### config.mk
export PLATFORM = sky130hd
export DESIGN_NAME = rcf_back
export DESIGN_NICKNAME = d
export VERILOG_FILES = /design/src/design/rcf_pkg.sv /design/src/design/rcf_div.sv /design/src/design/rcf_back.sv
export VERILOG_INCLUDE_DIRS = /design/src /design/src/design
export SDC_FILE = /design/constraint.sdc
export NUM_CORES = 2
export LEC_CHECK = 0
export BUFFER_PORTS_ARGS = -buffer_cell sky130_fd_sc_hd__buf_2
export CORE_MARGIN = 2
export CORE_UTILIZATION = 60
export DETAILED_ROUTE_END_ITERATION = 7
export PLACE_DENSITY_LB_ADDON = 0.08
export SLEW_MARGIN = 20
export SYNTH_ARGS = -nofsm -noshare
export SYNTH_HDL_FRONTEND = slang
export SYNTH_HIERARCHICAL = 1
export SYNTH_SLANG_ARGS = --single-unit
### constraint.sdc
create_clock -name clk -period 21 [get_ports clk]
set_input_delay 1.05 -clock clk [delete_from_list [all_inputs] [get_ports clk]]
set_output_delay 1.05 -clock clk [all_outputs]
set_load 0.03 [all_outputs]
### src/design/ray_cube_face_intersection_defines.svh
// Assertion macros shared by the ray to cube face intersection design.
// Each macro expects clk and rst_n to be visible where it is used.
`ifndef RAY_CUBE_FACE_INTERSECTION_DEFINES_SVH
`define RAY_CUBE_FACE_INTERSECTION_DEFINES_SVH

// The consequent must hold in the same cycle as the antecedent.
`define RCF_ASSERT_IMPL(lbl, ante, cons, msg) \
    lbl: assert property (@(posedge clk) disable iff (!rst_n) (ante) |-> (cons)) \
        else $error(msg);

// The consequent must hold in the cycle after the antecedent.
`define RCF_ASSERT_NEXT(lbl, ante, cons, msg) \
    lbl: assert property (@(posedge clk) disable iff (!rst_n) (ante) |=> (cons)) \
        else $error(msg);

`endif

### src/design/rcf_pkg.sv
// Package for the ray to cube face intersection design: widths, face codes,
// the queued item type and small helper functions. Depends on nothing.
package rcf_pkg;

    localparam int FRAC_BITS = 16;
    localparam int MAX_LEVEL = 8;

    localparam int CW       = 32;
    localparam int IW       = 8;
    localparam int LW       = 4;
    localparam int NAXIS    = 3;
    localparam int NFACE    = 6;
    localparam int PW       = IW + 1 + FRAC_BITS;
    localparam int SPW      = PW + 1;
    localparam int NW       = CW + 2;
    localparam int MW       = NW - 1;
    localparam int DVW      = CW;
    localparam int QW       = MW + FRAC_BITS;
    localparam int QHW      = QW - CW;
    localparam int PRW      = CW + QW;
    localparam int CAP_BIT  = 62;
    localparam int MGW      = CAP_BIT + 1 - FRAC_BITS;
    localparam int PTW      = MGW + 2;
    localparam int RIW      = $clog2(NFACE);

    typedef logic [2:0] face_t;
    typedef logic [1:0] axis_t;

    localparam face_t FACE_LEFT  = 3'd0;
    localparam face_t FACE_RIGHT = 3'd1;
    localparam face_t FACE_UP    = 3'd2;
    localparam face_t FACE_DOWN  = 3'd3;
    localparam face_t FACE_FRONT = 3'd4;
    localparam face_t FACE_BACK  = 3'd5;

    localparam axis_t AXIS_X = 2'd0;
    localparam axis_t AXIS_Y = 2'd1;
    localparam axis_t AXIS_Z = 2'd2;

    typedef struct packed {
        logic [NAXIS-1:0][CW-1:0]  p;
        logic [NAXIS-1:0]          dneg;
        logic [NAXIS-1:0][DVW-1:0] dmag;
        logic [NAXIS-1:0]          dnz;
        logic [NAXIS-1:0][SPW-1:0] lo;
        logic [NAXIS-1:0][SPW-1:0] hi;
        logic [NFACE-1:0][MW-1:0]  nmag;
        logic [NFACE-1:0]          nneg;
    } item_t;

    function automatic axis_t face_axis(input face_t f);
        axis_t a;
        begin
            case (f)
                FACE_LEFT, FACE_RIGHT: a = AXIS_X;
                FACE_UP, FACE_DOWN:    a = AXIS_Y;
                default:               a = AXIS_Z;
            endcase
            return a;
        end
    endfunction

    function automatic logic face_is_high(input face_t f);
        logic h;
        begin
            case (f)
                FACE_RIGHT, FACE_UP, FACE_FRONT: h = 1'b1;
                default:                         h = 1'b0;
            endcase
            return h;
        end
    endfunction

    function automatic axis_t other_axis(input axis_t a, input logic second);
        axis_t k;
        begin
            if (!second)
            begin
                k = (a == AXIS_X) ? AXIS_Y : AXIS_X;
            end
            else
            begin
                k = (a == AXIS_Z) ? AXIS_Y : AXIS_Z;
            end
            return k;
        end
    endfunction

    function automatic logic [CW-1:0] sat_coord(input logic [PTW-1:0] v);
        logic [CW-1:0] r;
        begin
            if ((&v[PTW-1:CW-1]) || !(|v[PTW-1:CW-1]))
            begin
                r = v[CW-1:0];
            end
            else if (v[PTW-1])
            begin
                r = {1'b1, {(CW-1){1'b0}}};
            end
            else
            begin
                r = {1'b0, {(CW-1){1'b1}}};
            end
            return r;
        end
    endfunction

endpackage

### src/design/rcf_div.sv
// Restoring divider, one quotient bit per cycle, for the ray parameter.
// Uses widths from rcf_pkg.
module rcf_div import rcf_pkg::*;
(
    input  logic           clk,
    input  logic           rst_n,
    input  logic           start,
    input  logic [QW-1:0]  dividend,
    input  logic [DVW-1:0] divisor,
    output logic           done,
    output logic [QW-1:0]  quotient
);

    localparam int CNTW = $clog2(QW + 1);

    logic            busy_reg;
    logic            busy_next;
    logic            done_reg;
    logic            done_next;
    logic [CNTW-1:0] cnt_reg;
    logic [CNTW-1:0] cnt_next;
    logic [DVW-1:0]  rem_reg;
    logic [DVW-1:0]  rem_next;
    logic [QW-1:0]   quo_reg;
    logic [QW-1:0]   quo_next;
    logic [DVW-1:0]  dvs_reg;
    logic [DVW:0]    shifted;
    logic            fits;

    assign shifted  = {rem_reg, quo_reg[QW-1]};
    assign fits     = (shifted >= {1'b0, dvs_reg});
    assign done     = done_reg;
    assign quotient = quo_reg;

    always_comb
    begin
        busy_next = busy_reg;
        done_next = 1'b0;
        cnt_next  = cnt_reg;
        rem_next  = rem_reg;
        quo_next  = quo_reg;
        if (start)
        begin
            busy_next = 1'b1;
            cnt_next  = CNTW'(QW);
            rem_next  = '0;
            quo_next  = dividend;
        end
        else if (busy_reg)
        begin
            rem_next = fits ? DVW'(shifted - {1'b0, dvs_reg}) : shifted[DVW-1:0];
            quo_next = {quo_reg[QW-2:0], fits};
            cnt_next = cnt_reg - CNTW'(1);
            if (cnt_reg == CNTW'(1))
            begin
                busy_next = 1'b0;
                done_next = 1'b1;
            end
        end
    end

    always_ff @(posedge clk or negedge rst_n)
    begin
        if (!rst_n)
        begin
            busy_reg <= 1'b0;
            done_reg <= 1'b0;
            cnt_reg  <= '0;
        end
        else
        begin
            busy_reg <= busy_next;
            done_reg <= done_next;
            cnt_reg  <= cnt_next;
        end
    end

    always_ff @(posedge clk)
    begin
        rem_reg <= rem_next;
        quo_reg <= quo_next;
        if (start)
        begin
            dvs_reg <= divisor;
        end
    end

endmodule

### src/design/rcf_back.sv
// Back stage: walks the six faces of a queued item with a shared divider and
// multiplier, and buffers its results for the output side. Uses rcf_pkg, rcf_div.
module rcf_back import rcf_pkg::*;
(
    input  logic                 clk,
    input  logic                 rst_n,
    input  logic                 item_valid,
    input  item_t                item,
    output logic                 item_pop,
    output logic                 empty,
    input  logic                 pop,
    output logic                 face_valid,
    output logic [2:0]           face_code,
    output logic signed [CW-1:0] hit_x,
    output logic signed [CW-1:0] hit_y,
    output logic signed [CW-1:0] hit_z,
    output logic                 cube_hit,
    output logic                 last_result
);

`include "ray_cube_face_intersection_defines.svh"

    typedef enum logic [7:0] {
        S_IDLE   = 8'b0000_0001,
        S_FACE   = 8'b0000_0010,
        S_DIV    = 8'b0000_0100,
        S_MUL    = 8'b0000_1000,
        S_ACC    = 8'b0001_0000,
        S_PT     = 8'b0010_0000,
        S_COMMIT = 8'b0100_0000,
        S_FIN    = 8'b1000_0000
    } state_t;

    localparam logic [PRW-1:0] PROD_CAP = PRW'(1) << CAP_BIT;

    state_t          st_reg, st_next;
    face_t           face_reg, face_next;
    logic            oth_reg, oth_next;
    logic            half_reg, half_next;
    logic            inside_reg, inside_next;
    logic            cube_reg, cube_next;
    logic [RIW-1:0]  n_reg, n_next;
    logic            pub_reg, pub_next;
    logic            pub_cube_reg, pub_cube_next;
    logic [RIW-1:0]  pub_n_reg, pub_n_next;
    logic [RIW-1:0]  rd_reg, rd_next;

    logic [QW-1:0]              quo_reg;
    logic [2*CW-1:0]            prod_reg;
    logic [PRW-1:0]             acc_reg;
    logic [NAXIS-1:0][CW-1:0]   pt_reg;

    logic            res_fv_reg   [NFACE];
    face_t           res_code_reg [NFACE];
    logic [CW-1:0]   res_x_reg    [NFACE];
    logic [CW-1:0]   res_y_reg    [NFACE];
    logic [CW-1:0]   res_z_reg    [NFACE];

    axis_t           axis;
    axis_t           k;
    logic [SPW-1:0]  plane;
    logic [CW-1:0]   chunk;
    logic [CAP_BIT:0] capped;
    logic [MGW-1:0]  mag_off;
    logic            neg;
    logic [PTW-1:0]  po_ext;
    logic [PTW-1:0]  pt_calc;
    logic [PTW-1:0]  lo_ext;
    logic [PTW-1:0]  hi_ext;
    logic            in_bounds;
    logic            report;
    logic            div_start;
    logic            div_done;
    logic [QW-1:0]   div_q;
    logic            res_we;
    logic            res_fv_w;
    logic            out_take;
    logic            out_last;

    assign axis      = face_axis(face_reg);
    assign k         = other_axis(axis, oth_reg);
    assign plane     = face_is_high(face_reg) ? item.hi[axis] : item.lo[axis];
    assign chunk     = half_reg ? CW'(quo_reg[QW-1:CW]) : quo_reg[CW-1:0];
    assign capped    = (acc_reg > PROD_CAP) ? PROD_CAP[CAP_BIT:0] : acc_reg[CAP_BIT:0];
    assign mag_off   = capped[CAP_BIT:FRAC_BITS];
    assign neg       = item.nneg[face_reg] ^ item.dneg[axis] ^ item.dneg[k];
    assign po_ext    = {{(PTW-CW){item.p[k][CW-1]}}, item.p[k]};
    assign pt_calc   = neg ? po_ext - {2'b00, mag_off} : po_ext + {2'b00, mag_off};
    assign lo_ext    = {{(PTW-SPW){item.lo[k][SPW-1]}}, item.lo[k]};
    assign hi_ext    = {{(PTW-SPW){item.hi[k][SPW-1]}}, item.hi[k]};
    assign in_bounds = !($signed(pt_calc) < $signed(lo_ext))
                       && !($signed(pt_calc) > $signed(hi_ext));
    assign report    = inside_reg
                       && ((item.nmag[face_reg] == '0) || (item.nneg[face_reg] == item.dneg[axis]));
    assign div_start = (st_reg == S_FACE) && item.dnz[axis];

    rcf_div u_div
    (
        .clk      (clk),
        .rst_n    (rst_n),
        .start    (div_start),
        .dividend ({item.nmag[face_reg], {FRAC_BITS{1'b0}}}),
        .divisor  (item.dmag[axis]),
        .done     (div_done),
        .quotient (div_q)
    );

    assign out_take = pop && pub_reg;
    assign out_last = (rd_reg == pub_n_reg - RIW'(1));

    always_comb
    begin
        st_next       = st_reg;
        face_next     = face_reg;
        oth_next      = oth_reg;
        half_next     = half_reg;
        inside_next   = inside_reg;
        cube_next     = cube_reg;
        n_next        = n_reg;
        pub_next      = pub_reg;
        pub_cube_next = pub_cube_reg;
        pub_n_next    = pub_n_reg;
        rd_next       = rd_reg;
        res_we        = 1'b0;
        res_fv_w      = 1'b0;
        item_pop      = 1'b0;
        case (st_reg)
            S_IDLE:
            begin
                if (item_valid)
                begin
                    face_next = FACE_LEFT;
                    n_next    = '0;
                    cube_next = 1'b0;
                    st_next   = S_FACE;
                end
            end
            S_FACE:
            begin
                if (item.dnz[axis])
                begin
                    st_next = S_DIV;
                end
                else if (face_reg == FACE_BACK)
                begin
                    st_next = S_FIN;
                end
                else
                begin
                    face_next = face_reg + face_t'(1);
                end
            end
            S_DIV:
            begin
                if (div_done)
                begin
                    oth_next    = 1'b0;
                    half_next   = 1'b0;
                    inside_next = 1'b1;
                    st_next     = S_MUL;
                end
            end
            S_MUL:
            begin
                st_next = S_ACC;
            end
            S_ACC:
            begin
                if (!half_reg)
                begin
                    half_next = 1'b1;
                    st_next   = S_MUL;
                end
                else
                begin
                    st_next = S_PT;
                end
            end
            S_PT:
            begin
                inside_next = inside_reg && in_bounds;
                if (!oth_reg)
                begin
                    oth_next  = 1'b1;
                    half_next = 1'b0;
                    st_next   = S_MUL;
                end
                else
                begin
                    st_next = S_COMMIT;
                end
            end
            S_COMMIT:
            begin
                if (!report || !pub_reg)
                begin
                    if (inside_reg)
                    begin
                        cube_next = 1'b1;
                    end
                    if (report)
                    begin
                        res_we   = 1'b1;
                        res_fv_w = 1'b1;
                        n_next   = n_reg + RIW'(1);
                    end
                    if (face_reg == FACE_BACK)
                    begin
                        st_next = S_FIN;
                    end
                    else
                    begin
                        face_next = face_reg + face_t'(1);
                        st_next   = S_FACE;
                    end
                end
            end
            S_FIN:
            begin
                if (!pub_reg)
                begin
                    res_we        = (n_reg == '0);
                    pub_next      = 1'b1;
                    pub_cube_next = cube_reg;
                    pub_n_next    = (n_reg == '0) ? RIW'(1) : n_reg;
                    rd_next       = '0;
                    item_pop      = 1'b1;
                    st_next       = S_IDLE;
                end
            end
            default:
            begin
                st_next = S_IDLE;
            end
        endcase
        if (out_take)
        begin
            if (out_last)
            begin
                pub_next = 1'b0;
                rd_next  = '0;
            end
            else
            begin
                rd_next = rd_reg + RIW'(1);
            end
        end
    end

    always_ff @(posedge clk or negedge rst_n)
    begin
        if (!rst_n)
        begin
            st_reg       <= S_IDLE;
            face_reg     <= FACE_LEFT;
            oth_reg      <= 1'b0;
            half_reg     <= 1'b0;
            inside_reg   <= 1'b0;
            cube_reg     <= 1'b0;
            n_reg        <= '0;
            pub_reg      <= 1'b0;
            pub_cube_reg <= 1'b0;
            pub_n_reg    <= '0;
            rd_reg       <= '0;
        end
        else
        begin
            st_reg       <= st_next;
            face_reg     <= face_next;
            oth_reg      <= oth_next;
            half_reg     <= half_next;
            inside_reg   <= inside_next;
            cube_reg     <= cube_next;
            n_reg        <= n_next;
            pub_reg      <= pub_next;
            pub_cube_reg <= pub_cube_next;
            pub_n_reg    <= pub_n_next;
            rd_reg       <= rd_next;
        end
    end

    always_ff @(posedge clk)
    begin
        if ((st_reg == S_DIV) && div_done)
        begin
            quo_reg      <= div_q;
            pt_reg[axis] <= {{(CW-SPW){plane[SPW-1]}}, plane};
        end
        if (st_reg == S_MUL)
        begin
            prod_reg <= item.dmag[k] * chunk;
        end
        if (st_reg == S_ACC)
        begin
            acc_reg <= half_reg ? acc_reg + {prod_reg[QW-1:0], {CW{1'b0}}}
                                : {{QHW{1'b0}}, prod_reg};
        end
        if (st_reg == S_PT)
        begin
            pt_reg[k] <= sat_coord(pt_calc);
        end
        if (res_we)
        begin
            res_fv_reg[n_reg]   <= res_fv_w;
            res_code_reg[n_reg] <= res_fv_w ? face_reg : FACE_LEFT;
            res_x_reg[n_reg]    <= res_fv_w ? pt_reg[AXIS_X] : '0;
            res_y_reg[n_reg]    <= res_fv_w ? pt_reg[AXIS_Y] : '0;
            res_z_reg[n_reg]    <= res_fv_w ? pt_reg[AXIS_Z] : '0;
        end
    end

    assign empty       = !pub_reg;
    assign face_valid  = res_fv_reg[rd_reg];
    assign face_code   = res_code_reg[rd_reg];
    assign hit_x       = res_x_reg[rd_reg];
    assign hit_y       = res_y_reg[rd_reg];
    assign hit_z       = res_z_reg[rd_reg];
    assign cube_hit    = pub_cube_reg;
    assign last_result = out_last;

    `RCF_ASSERT_IMPL(a_write_unpublished, res_we, !pub_reg, "result written while buffer published")
    `RCF_ASSERT_IMPL(a_read_in_range, pub_reg, rd_reg < pub_n_reg, "result read past count")
    `RCF_ASSERT_IMPL(a_pop_has_item, item_pop, item_valid, "item released with none queued")
    `RCF_ASSERT_NEXT(a_last_clears, out_take && out_last, !pub_reg, "buffer still published")

endmodule

Yosys cells after proc, flatten, opt, wreduce, memory -nomap -nowiden. Memories as Yosys holds them, arrays and structs flattened. Index checks and enable logic that the tools add are counted. W data, S select, Z words.

Add/subtract/negate cells: 9. $mul: 1. $lt $le $gt $ge: 9. Equality and inequality tests: 27. Mux-type cells: 105. Bitwise logic cells: 3. Reductions and logical operators: 39.

Operators by type and width (count): $mux W32 (13); $bmux W26 S2 (4); $bmux W32 S2 (3); $bwmux W96 (2); $mux W96 (2); $mux W49 (3); $mux W26 (5); $demux W32 S2 (2); $bmux W33 S3 (1); $add A81 B81 Y81 (1); $gt A81 B63 Y1 const B (1); $mul A32 B32 Y64 (1); $mux W64 (1); $pmux W8 S8 (1); $mux W63 (1); $mux W8 (7); $add A32 B48 Y49 (1); $gt A49 B26 Y1 (1); $lt A49 B26 Y1 (1); $sub A32 B48 Y49 (1); $mux W3 (12); $ge A33 B32 Y1 (1); $logic_not A33 Y1 (1); $mux W33 (1); other kinds (53) (126).

Bits in registers: 437. RAM bits: 600. Input bits: 562. Output and inout port bits: 104. Word-level logic and storage cells: 223. Memories: 5.

Memories: res_x_reg (words 6, width 32, rd ports 1, clocked after Yosys merged registers in 0, wr ports 1, line rcf_back.sv:55) `logic [CW-1:0] res_x_reg [NFACE];`; res_y_reg (words 6, width 32, rd ports 1, clocked after Yosys merged registers in 0, wr ports 1, line rcf_back.sv:56) `logic [CW-1:0] res_y_reg [NFACE];`; res_z_reg (words 6, width 32, rd ports 1, clocked after Yosys merged registers in 0, wr ports 1, line rcf_back.sv:57) `logic [CW-1:0] res_z_reg [NFACE];`; res_code_reg (words 6, width 3, rd ports 1, clocked after Yosys merged registers in 0, wr ports 1, line rcf_back.sv:54) `face_t res_code_reg [NFACE];`; res_fv_reg (words 6, width 1, rd ports 1, clocked after Yosys merged registers in 0, wr ports 1, line rcf_back.sv:53) `logic res_fv_reg [NFACE];`.

Logic depth before layout (Yosys ltp).
Depth after elaboration: 17. Gate-level depth with buffers: 43. Mapped depth without buffers: 36.

By module. Netlist, hierarchy kept.

By module, submodules not included: rcf_back (times used 1, cells each 8224, area each 82664.3 um^2, sequential area each 26416.6 um^2); rcf_div (times used 1, cells each 621, area each 6655.1 um^2, sequential area each 3273.1 um^2).

Worst setup path after synthesis. No wires, ideal clock.

Path type: input -> register. Start point: input port item[107] (netlist bit). End point: memory res_code_reg[4][0] (netlist bit) (enable). Setup time: 0.681 ns. Data arrival time: 10.142 ns. Data required time: 20.319 ns. Path slack: 10.176 ns. Stages on the path: 13. Buffers on the path: 1. Cells stage by stage: mux4_2 -> nand2_1 -> o21ai_0 -> or4_1 -> nor4_1 -> nand3_1 -> a311oi_1 -> nor2_1 -> nor2_1 -> clkbuf_1 -> and2_1 -> nand2_1 -> nor3_1.

Word-level cells in the longest chain between the ends: 11. Elaborated cells on any way between the ends: 12. Those cells by class: mux: 7; reduce/logical: 5.

Ends and longest elaborated chain: start, declared (line rcf_back.sv:8) `input item_t item,`; $bmux W33 S3 * (line rcf_back.sv:94) `&& ((item.nmag[face_reg] == '0) || (item.nneg[face_reg] == item.dneg[axis]));`; $mux W33 (implied by the code) * (line rcf_back.sv:94); $logic_not A33 Y1 * (line rcf_back.sv:94); $logic_or A1 B1 Y1 * (line rcf_back.sv:94); $logic_and A1 B1 Y1 * (line rcf_back.sv:94); $logic_not A1 Y1 (line rcf_back.sv:195) `if (!report || !pub_reg)`; $logic_or A1 B1 Y1 (line rcf_back.sv:195); $mux W1 * (line rcf_back.sv:195); $pmux W1 S2 * (line rcf_back.sv:127) `case (st_reg)`; $mux W1 * (line rcf_back.sv:302) `if (res_we)`; $mux W1 * (line rcf_back.sv:305) `res_code_reg[n_reg] <= res_fv_w ? face_reg : FACE_LEFT;`; end, declared (line rcf_back.sv:54).

Every way passes the cells marked *; elsewhere a longest branch is shown, timed or not. The select of a mux whose other input is x is not followed.

Worst setup path in the final report.
Start point: register face_reg[1]. End point: register prod_reg[63], data pin.

Word-level cells in the longest chain between the ends: 9. Elaborated cells on any way between the ends: 15. Those cells by class: mul: 1; eq/ne: 4; mux: 6; reduce/logical: 4.

Ends and longest elaborated chain: start, declared (line rcf_back.sv:37) `face_t face_reg, face_next;`; start signal, assigned (line rcf_back.sv:269) `face_reg <= face_next;`; $eq A3 B2 Y1 (tied with other cells) (line rcf_pkg.sv:54) `case (f)`; $reduce_or A2 Y1 (line rcf_pkg.sv:54); $pmux W2 S2 * (line rcf_pkg.sv:54); $eq A2 B2 Y1 / $logic_not A2 Y1 (equally long branches) (line rcf_pkg.sv:83, rcf_pkg.sv:79); $mux W2 / $mux W1 (equally long branches) (line rcf_pkg.sv:83, rcf_pkg.sv:79); $mux W2 * (line rcf_pkg.sv:77) `if (!second)`; $bmux W32 S2 * (line rcf_back.sv:291) `prod_reg <= item.dmag[k] * chunk;`; $mux W32 (implied by the code) * (line rcf_back.sv:291); $mul A32 B32 Y64 * (line rcf_back.sv:291); end signal, assigned (line rcf_back.sv:291); end, declared (line rcf_back.sv:49) `logic [2*CW-1:0] prod_reg;`.

Marked as above. A chain may end at the register's enable or synchronous reset.

==> results.md <==
Floorplanning:
- The floorplan die width is 390 µm.
- The total die area is 152000 µm².
- Pin placement for this block handled 666 I/O pins.
- In this run the standard cell core region covers 148000 µm².
- The initialized floorplan defines 141 standard-cell rows.
- Once the floorplan was initialized, standard cells occupied 60.4% of the core.
- The die is 390 µm tall.

Timing:
- For the pin with the worst max-slew slack, the measured transition is 1.22 ns.
- The summed negative setup slack over all endpoints is 0 ns.
- The number of hold violations in the final report came to 0.
- The final-layout worst hold slack is 0.264 ns.
- The total count of max-transition violations in the final report was 0.
- The maximum clock frequency is 77.5 MHz.
- Setup repair after global routing left no endpoint under its margin.
- Setup violations remaining at the end of the flow were counted as 0.
- The routed design could run at a clock period as short as 12.90 ns.
- The final critical path takes up 61.4% of the cycle.
- Measured against its own limit, the worst slew margin works out to 17.6%.
- For the final database, setup skew stands at 0.0799 ns.

Status:
- The run finished with clean final reports.

Clock network:
- Clock latency on the worst-skew pair, taken at its later pin, is 0.76 ns.
- The clock passes through at most 3 buffers.
- The number of hold buffers added after CTS is 0.
- The root buffer cell is sky130_fd_sc_hd__clkbuf_16.
- Clock tree synthesis found a total of 1037 sinks.
- TritonCTS built the clock tree.
- The number of gates resized after CTS was 0.
- After clock tree synthesis, the clock-pin slew on the worst setup and hold paths is 0.06 ns.
- The H-tree was split into 3 levels.
- The number of buffers inserted by post-CTS setup repair is 0.
- Clock tree synthesis inserted a total of 104 buffers.

Synth:
- The number of synthesized register bits is 1037.
- The total standard cell area after synthesis is 89300 µm².
- In the post-synthesis netlist, the biggest area contributors are sky130_fd_sc_hd__edfxtp_1 (29%), sky130_fd_sc_hd__fa_1 (20%), sky130_fd_sc_hd__ha_1 (7.0%).
- After synthesis, the mean cell area works out to 10.1 µm².
- The synthesized instance count is 8845.
- Counting flops with an async set or reset pin after synthesis yields a share of 3.28%.
- In this run, distinct cell masters in the synthesized netlist total 94.
- In the synthesized netlist the dominant register cell turns out to be sky130_fd_sc_hd__edfxtp_1.
- The share of Yosys cell area claimed by the top area cell type is 29.4%.
- For this run, the number of Yosys warnings is 6.
- The count of flip-flops with a built-in enable after synthesis is 875.
- The sequential element share of the synthesized area is 33.2%.
- Of all cell types, the one taking the most synthesized area is sky130_fd_sc_hd__edfxtp_1.

Routing:
- The met2 layer wire length in the routed design is 143000 µm.
- The final route contains 72.2k vias.
- The number of nets with antenna violations after detailed routing is 0.
- The number of DRC violations after detailed routing is 0.
- The final layout contains routed wiring with a total length of 313000 µm.
- Dividing the detail-routed via count by the number of cells gives 6.35.
- After the first detailed-routing iteration, the DRC count stood at 7709.
- After detailed routing, the average wire length per cell comes to 27.5 µm.
- The length of the first detailed-routing pass in iterations is 6.
- Summed over all nets, wire length on met3 after detailed routing comes to 32100 µm.
- The highest metal layer with signal wires is met5.
- The sum of routed wire segments on met1 is 113000 µm.

Worst setup path:
- The worst setup path is launched from a flip-flop.
- The kind of capture point of the worst setup path is a flip-flop.
- The largest single stage delay on the critical path is 0.80 ns.
- The slowest stage of the critical path belongs to the cell sky130_fd_sc_hd__buf_4.
- For the worst setup path, the data arrival time is 13.37 ns.
- The critical path data required time is 21.47 ns.
- The critical path in this run is classified as reg -> reg.
- In this run the worst path has a maximum fanout of 62.
- The most numerous cell on the critical path is sky130_fd_sc_hd__fa_1.

Finish:
- The layout filler cell count is 11.7k.
- Cells with a size suffix above 1 make up 14.5% of the layout.
- The final layout contains 11.3k nets.
- The top cell types in the final layout, fill and taps aside, are sky130_fd_sc_hd__nand2_1 (1139), sky130_fd_sc_hd__inv_1 (1067), sky130_fd_sc_hd__fa_1 (899), sky130_fd_sc_hd__edfxtp_1 (875), sky130_fd_sc_hd__nor2_1 (856).
- The library cell used most frequently in the layout, excluding fill and tap cells, is sky130_fd_sc_hd__nand2_1.
- Relative to the synthesized area, the layout overhead comes to 10.4%.

Global routing:
- For this run the aggregate overflow at the end of global routing stands at 0.
- The first global-routing pass estimated 457000 µm of wire.
- The largest net degree at the start of global routing is 100.
- The via count of the first global-routing pass is 71.3k.
- Global routing used 41.0% of the available tracks.
- The number of antenna violations at the first check in global routing was 25.

Placed design:
- The wire-length estimate of the detail-placed layout is 235000 µm.
- The number of buffer cells added on primary ports is 665.
- The final weighted congestion of routability-driven global placement is 1.02.

Min path:
- The tightest min-delay check is of the in -> async type.

Job:
- The count of max-cap constraint violations is 0.
## Yosys cell counts, types with 23 or more instances
cell and instances:
sky130_fd_sc_hd__nand2b_1 59, sky130_fd_sc_hd__buf_1 66, sky130_fd_sc_hd__o21ai_1 44, sky130_fd_sc_hd__o21bai_1 37
sky130_fd_sc_hd__mux4_2 134, sky130_fd_sc_hd__nor3_1 50, sky130_fd_sc_hd__o31ai_1 46, sky130_fd_sc_hd__a221oi_1 25
sky130_fd_sc_hd__a22oi_1 26, sky130_fd_sc_hd__mux2_2 99, sky130_fd_sc_hd__dfxtp_1 128, sky130_fd_sc_hd__o22ai_1 39
sky130_fd_sc_hd__xor2_1 71, sky130_fd_sc_hd__nand3_1 70, sky130_fd_sc_hd__nor2_1 863, sky130_fd_sc_hd__and3_1 124
sky130_fd_sc_hd__fa_1 899, sky130_fd_sc_hd__o21a_1 33, sky130_fd_sc_hd__xnor2_1 120, sky130_fd_sc_hd__inv_1 1070
sky130_fd_sc_hd__ha_1 500, sky130_fd_sc_hd__a22o_1 25, sky130_fd_sc_hd__o22a_1 32, sky130_fd_sc_hd__a211oi_1 77
sky130_fd_sc_hd__clkbuf_1 392, sky130_fd_sc_hd__nand4_1 64, sky130_fd_sc_hd__a21o_1 125, sky130_fd_sc_hd__nand2_1 1143
sky130_fd_sc_hd__and2_1 61, sky130_fd_sc_hd__edfxtp_1 875, sky130_fd_sc_hd__a21oi_1 481, sky130_fd_sc_hd__a221o_1 23
sky130_fd_sc_hd__nor2b_1 88, sky130_fd_sc_hd__o211ai_1 62, sky130_fd_sc_hd__nor4_1 47, sky130_fd_sc_hd__a31oi_1 105
sky130_fd_sc_hd__mux2i_1 192, sky130_fd_sc_hd__dfrtp_1 33, sky130_fd_sc_hd__o21ai_0 266
## cell type report
type | instances | area [µm²] | share of cell area, %
clock buffer | 149 | 2890 | 2.93
tap | 1930 | 2410 | 2.45
multi-input combinational | 6269 | 54200 | 54.9
sequential | 1037 | 29700 | 30.1
clock inverter | 49 | 619 | 0.628
inverter | 1071 | 4020 | 4.08
antenna | 15 | 37.5 | 0.0381
timing repair buffer | 850 | 4740 | 4.81
## per-layer routing
layer | global-route usage (%) | vias up
li1 | - | 31200
met4 | 26.8 | 8
met5 | 0 | -
met1 | 52.3 | 35800
met2 | 64.4 | 4199
met3 | 8.18 | 1024
## critical path: cells and delay by family, from the launching register on
kind                     cells  cell delay (ns)
AO/OA/AOI/OAI               15             4.80
adder cells (fa/ha/maj)     10             4.67
buffers and inverters        8             1.85
flip-flops                   1             0.72
AND/OR/NAND/NOR              2             0.26
XOR/XNOR                     1             0.14
## worst paths after layout
kind / start / end / slack (ns) / cells after the start
setup reg to reg: face_reg[1] / prod_reg[63] / 8.10 / 36
min in group clk: u_div/quotient[17] / quo_reg[17] / 0.45 / 0
hold / removal: rst_n / rd_reg[0] / 0.26 / 1
hold reg to reg: u_div/quotient[17] / quo_reg[17] / 0.45 / 0
setup / recovery: face_reg[1] / prod_reg[63] / 8.10 / 36
max in group asynchronous: rst_n / st_reg[0] / 20.13 / 2
## stage by stage
stage | setup slack [ns] | cell area [µm²] | cells | util (%)
after global routing | 7.44 | 98600 | 11400 | 66.7
after CTS | 8.30 | 98600 | 11400 | 66.7
after global placement | 8.55 | 95000 | 11200 | 64.3
after detailed placement | 8.38 | 95000 | 11200 | 64.3
after floorplan | 10.18 | 89400 | 8860 | -
final | 8.10 | 98600 | 11400 | 66.7
## logic make-up after synthesis
logic type,Yosys count,share of synthesized area [%]
compound gates,1571,11.3
xor+xnor,191,1.87
fa+ha+maj,1399,27.2
buf+inv,1554,6.61
flops,1037,33.2
mux,429,6.83
other cells,1,0.00420
simple gates,2663,13.0
Power is left out: the tool's default activity adds up to more than one toggle a clock period on the data nets, which glitch-free logic cannot reach.
